**src/alm_pkg.sv**
```systemverilog
`timescale 1ns / 1ps
// ----------------------------------------------------------------------------
// alm_pkg
// Shared types, codes and constants of the linked list manager.
// ----------------------------------------------------------------------------
package alm_pkg;

  localparam int unsigned Slots  = 256;
  localparam int unsigned SlotW  = $clog2(Slots);
  localparam int unsigned ValueW = 32;

  typedef logic [SlotW-1:0] slot_t;
  typedef logic [2:0]       mode_t;

  localparam mode_t ModeAfter  = 3'd0;
  localparam mode_t ModeBefore = 3'd1;
  localparam mode_t ModeFront  = 3'd2;
  localparam mode_t ModeBack   = 3'd3;
  localparam mode_t ModeDelete = 3'd4;
  localparam mode_t ModeLocate = 3'd5;

  typedef enum logic [1:0] {
    StOk   = 2'd0,
    StFull = 2'd1,
    StBad  = 2'd2
  } status_e;

  typedef enum logic [2:0] {
    S_IDLE,
    S_CHECK,
    S_LINK,
    S_FIX,
    S_WALK,
    S_STEP,
    S_FIN
  } state_e;

  // Commands from the controller to the datapath.
  typedef struct packed {
    logic latch;
    logic check;
    logic link;
    logic fix;
    logic walk;
    logic step;
    logic fin;
  } cmd_t;

  // Status from the datapath to the controller.
  typedef struct packed {
    logic reject;
    logic is_loc;
    logic walk_done;
    logic out_free;
  } stat_t;

  // Next link of a slot that was never written: the initial free chain.
  function automatic slot_t next_init(slot_t a);
    slot_t r;
    if (a == slot_t'(0) || a == slot_t'(Slots - 1)) begin
      r = slot_t'(0);
    end else begin
      r = a + slot_t'(1);
    end
    return r;
  endfunction

endpackage

```
**src/alm_ctrl.sv**
```systemverilog
`timescale 1ns / 1ps
// ----------------------------------------------------------------------------
// alm_ctrl
// Sequencer of the linked list manager: steps each request through its phases.
// ----------------------------------------------------------------------------
module alm_ctrl (
  input  logic           clk_i,
  input  logic           rst_ni,
  input  logic           in_valid_i,
  input  alm_pkg::stat_t stat_i,
  output alm_pkg::cmd_t  cmd_o,
  output logic           in_stall_o
);

  alm_pkg::state_e state_q, state_d;

  always_ff @(posedge clk_i or negedge rst_ni) begin
    if (!rst_ni) begin
      state_q <= alm_pkg::S_IDLE;
    end else begin
      state_q <= state_d;
    end
  end

  always_comb begin
    state_d = state_q;
    case (state_q)
      alm_pkg::S_IDLE: begin
        if (in_valid_i) state_d = alm_pkg::S_CHECK;
      end
      alm_pkg::S_CHECK: begin
        if (stat_i.reject) begin
          state_d = alm_pkg::S_FIN;
        end else if (stat_i.is_loc) begin
          state_d = alm_pkg::S_WALK;
        end else begin
          state_d = alm_pkg::S_LINK;
        end
      end
      alm_pkg::S_LINK: state_d = alm_pkg::S_FIX;
      alm_pkg::S_FIX:  state_d = alm_pkg::S_FIN;
      alm_pkg::S_WALK: begin
        state_d = stat_i.walk_done ? alm_pkg::S_FIN : alm_pkg::S_STEP;
      end
      alm_pkg::S_STEP: state_d = alm_pkg::S_WALK;
      alm_pkg::S_FIN: begin
        if (stat_i.out_free) state_d = alm_pkg::S_IDLE;
      end
      default: state_d = alm_pkg::S_IDLE;
    endcase
  end

  always_comb begin
    cmd_o       = '0;
    in_stall_o  = 1'b1;
    case (state_q)
      alm_pkg::S_IDLE: begin
        in_stall_o  = 1'b0;
        cmd_o.latch = in_valid_i;
      end
      alm_pkg::S_CHECK: cmd_o.check = 1'b1;
      alm_pkg::S_LINK:  cmd_o.link  = 1'b1;
      alm_pkg::S_FIX:   cmd_o.fix   = 1'b1;
      alm_pkg::S_WALK:  cmd_o.walk  = 1'b1;
      alm_pkg::S_STEP:  cmd_o.step  = 1'b1;
      alm_pkg::S_FIN:   cmd_o.fin   = stat_i.out_free;
      default: cmd_o = '0;
    endcase
  end

endmodule

```
**config.mk**
```make
export PLATFORM = sky130hd
export DESIGN_NAME = alm_ctrl
export DESIGN_NICKNAME = d
export VERILOG_FILES = /design/src/alm_pkg.sv /design/src/alm_ctrl.sv
export SDC_FILE = /design/constraint.sdc
export NUM_CORES = 1
export LEC_CHECK = 0
export BUFFER_PORTS_ARGS = -buffer_cell sky130_fd_sc_hd__buf_2
export CAP_MARGIN = 20
export CORE_AREA = 2 2 39 41
export CTS_CLUSTER_DIAMETER = 50
export DETAILED_ROUTE_END_ITERATION = 6
export DIE_AREA = 0 0 41 43
export HOLD_SLACK_MARGIN = 0.03
export PLACE_DENSITY = 0.45
export SETUP_SLACK_MARGIN = 0.4
export SLEW_MARGIN = 0
export SYNTH_ARGS = -nofsm -noshare
export SYNTH_HDL_FRONTEND = slang
export SYNTH_SLANG_ARGS = --single-unit
```
**constraint.sdc**
```tcl
create_clock -name clk_i -period 0.9 [get_ports clk_i]
set_input_delay 0.09 -clock clk_i [delete_from_list [all_inputs] [get_ports clk_i]]
set_output_delay 0.09 -clock clk_i [all_outputs]
set_load 0.02 [all_outputs]
```
# After elaboration in Yosys (flattened, before gate mapping)

Cells that the tools add are included.
W data, S select, Z words.

Logic and storage cells: 25
Output and inout bits: 8
Register bits: 3
Input port bits: 7

Reduce and logical (&&, ||, !) cells: 2
Muxes and demuxes: 14
Equal/unequal tests: 8

Operator list:

| kind                 | number |
|---|---|
| $pmux W3 S7          | 1 |
| $mux W3              | 4 |
| $eq A3 B3 Y1 const B | 3 |
| $mux W1              | 8 |
| $eq A3 B2 Y1 const B | 2 |
| $ne A2 B2 Y1 const B | 2 |
| $eq A3 B1 Y1 const B | 1 |
| $logic_not A3 Y1     | 1 |
| $mux W2              | 1 |
| $reduce_and A2 Y1    | 1 |

# Longest topological paths before layout

Depth in word-level cells: 3
Mapped depth: 4

# Worst setup path after synthesis

Ideal clock, no wire load.

Kind: register to output
From: register state_q[1]
To: output cmd_o[6] (netlist name)
Cell stages (with the launch flop): 4
Buffers on the path: 1
Required time: 810 ps
Arrival time: 1119 ps
Slack: -309 ps
Cell sequence: dfrtp_1 buf_6 or3_4 nor2_2

RTL lines:

| what                   | RTL line       | text |
|---|---|---|
| from (decl)            | alm_ctrl.sv:15 | `alm_pkg::state_e state_q, state_d;` |
| from (signal assigned) | alm_ctrl.sv:19 | `state_q <= alm_pkg::S_IDLE;` |
| from (signal assigned) | alm_ctrl.sv:21 | `state_q <= state_d;` |
| to (decl)              | alm_ctrl.sv:11 | `output alm_pkg::cmd_t cmd_o,` |

==> summary.md <==
| Metric | Value |
|---|---|
| Status | complete, but fails checks |
| Failing checks | negative setup slack |
| Largest Register | state_q |
| Final ANT Viol Nets | 0 |
| Post-Synthesis Cell Area | 248 sq um |
| Chip Width | 41 microns |
| Gp weighted congestion | 0.702 |
| Critical path class | flip-flop to output port |
| Setup crit start kind | flip-flop |
| Tot Pwr | 1.86 mW |
| Lkg Pwr | 0.244 nW |
| Clock Skew | 0.104 ps |
| Via count | 308 |
| Measured slew at the worst slew-check pin | 182 ps |
| Die ar. | 1760 sq um |
| Ant diodes | 0 |
| Gr usage total | 10.2% |
| Worst-path clk slew | 40 ps |
| DRC | 0 |
| Final setup fails | 11 |
| Synth top cells by count | 5 x nor2_1, 3 x dfrtp_1 |
| Largest net degree at the start of global routing | 9 |
| Routed WL | 685 microns |
| Initial antenna violation count | 0 |
| Row count | 14 |
| Post-synth EDFFs | 0 |
| Required @ worst endpoint | 810 ps |
| Area leader, netlist | dfrtp_1 |
| Max FFs per register | 3 |
| Via-per-instance ratio | 4.22 |
| First drt pass iteration count | 2 |
| Dpl ws | -188 ps |
| Tmin final | 1310 ps |
| CTS Buffer Depth | 2 |
| VDD IR-drop max | 1210 uV |
| CTS buffer count | 3 |
| Hpwl dp | 523 microns |
| CTS sink count | 3 |
| CP endpoint kind | output port |
| Syn Nets | 38 |
| Final period util | 145% |
| H-Tree Depth | 1 |
| Core area | 1380 sq um |
| Worst-Skew Late Latency | 230 ps |
| Crit Path Max Fanout | 2 |
| CTS tree | yes |
| Seq/Total Area, Yosys | 30.3% |
| Placed cells | 67 |
| Min setup slack post-route | -406 ps |
| GRT overflow | 0 |
| Initial DRC Count | 4 |
| Relative slew slack | 87.9% |
| Max Fclk | 766 MHz |
| Cell with the most instances after synthesis | nor2_1 |
| Final nets | 65 |
| Final setup TNS | -3040 ps |
| Fin. Hold Viols | 0 |
| Starting Density | 17.9% |
| Critical Path AT | 1220 ps |
| Flop2flop setup slack | -190 ps |
| RSZ-0062 raised after global routing | true |
| Dominant cells by area after synthesis | dfrtp_1 30%, buf_6 9.1%, nor2_1 7.6% |
| Share of post-route cells with drive strength above 1 | 66.7% |
| Min-delay worst type | input pin to flip-flop |
| Slew Viols, Final | 0 |
| Fin cells | 73 |
| Vias in the first global route | 300 |
| Primary FF master, synth | dfrtp_1 |
| PwrDens | 3640 nW/um^2 |
| Chip height | 43 microns |
| PortBufs | 14 |
| YS warnings | 0 |
| Yosys top cell area share | 30.3% |
| Netlist cell types | 19 |
| FF+latch count, synth | 3 |
| Area growth syn-to-layout | 106% |
| First-pass GRT wire length | 1170 microns |
| Top flop regs | state_q (3) |
| Clk root buf | clkbuf_4 |
| Syn Inst Count | 31 |
| Max_cap viols | 0 |
| Share of flip-flops with an asynchronous set or reset | 100% |
| Syn avg cell area | 7.99 sq um |
| I/O pin count | 15 |
| Wirelength per Cell | 9.38 microns |
[routing by layer]
layer / part of all wire [%] / vias to the layer above / track usage, % / wire length, microns
li1: - / 156 / - / -
met1: 41 / 145 / 11.3 / 284
met2: 53 / 5 / 14.1 / 365
met3: 2.2 / 2 / 3.14 / 15
met4: 2.8 / 0 / 10.0 / 19
met5: 0 / - / 0 / 0
[critical path, cell delays in order, from the launching register on]
cell and delay (ps):
dfrtp_1 380, or3_4 410, nor2_4 90, buf_6 110
[where the power goes]
part | total, mW | switching [mW] | internal [mW]
Sequential | 0.268 | 0.0629 | 0.205
Combinational | 1.36 | 0.660 | 0.696
Clock | 0.235 | 0.0693 | 0.166
Total | 1.86 | 0.792 | 1.07
[kinds of logic after synthesis]
logic type | synth area share (%)
and+or+nand+nor | 39.9
buffers and inverters | 14.1
AOI/OAI and AO/OA | 15.7
DFF | 30.3
[layout make-up]
class	count	area, sq um
multi-input combinational	23	191
fill	159	873
inverter	2	10.0
timing repair buffer	25	188
tap	16	20.0
sequential	3	75.1
clock buffer	4	26.3
[final timing paths]
kind                                         from                endpoint  cells after the start
setup / recovery           state_q[0]$_DFFE_PN0P_                cmd_o[6]                      3
hold reg to reg            state_q[0]$_DFFE_PN0P_  state_q[0]$_DFFE_PN0P_                      3
hold / removal                          stat_i[1]  state_q[0]$_DFFE_PN0P_                      3
max in group asynchronous                  rst_ni  state_q[1]$_DFFE_PN0P_                      2
min in group asynchronous                  rst_ni  state_q[2]$_DFFE_PN0P_                      2
setup reg to reg           state_q[1]$_DFFE_PN0P_  state_q[1]$_DFFE_PN0P_                      4
[through the flow]
step | hold WS, ps | utilization [%] | instance area, sq um
final | 160 | 36.9 | 510
after global routing | 164 | 36.9 | 510
after CTS | 155 | 34.1 | 472
after detailed placement | -111 | 28.8 | 398
after global placement | -112 | 28.8 | 398
after floorplan | -206 | - | 268
[repair_timing]
action,4_1_cts,5_1_grt
hold buffers,1,0
gates resized for setup,12,8
endpoints found under the hold margin,3,0
setup buffers,0,1
setup endpoints to repair,11,11
pin swaps,0,1
[cell usage in the layout (no fill, tap or decap)]
| cell type | n |
|---|---|
| inv_1 | 1 |
| o22a_1 | 1 |
| nand2_4 | 1 |
| nor3_2 | 1 |
| and4_2 | 1 |
| buf_4 | 13 |
| inv_4 | 1 |
| o31ai_2 | 1 |
| buf_2 | 7 |
| nor3b_2 | 1 |
| nand2_1 | 1 |
| clkbuf_4 | 3 |
| or2b_1 | 1 |
| dfrtp_1 | 3 |
| buf_6 | 4 |
| nor2_4 | 3 |
| nand3b_1 | 1 |
| clkbuf_1 | 1 |
| or3_4 | 1 |
| o21ai_0 | 1 |
| dlygate4sd3_1 | 1 |
| nor3_4 | 1 |
| nand2b_1 | 2 |
| o21ai_1 | 1 |
| nor2_1 | 3 |
| a21oi_1 | 1 |
| a21o_1 | 1 |
No activity file was read; power rests on OpenSTA's default activity.
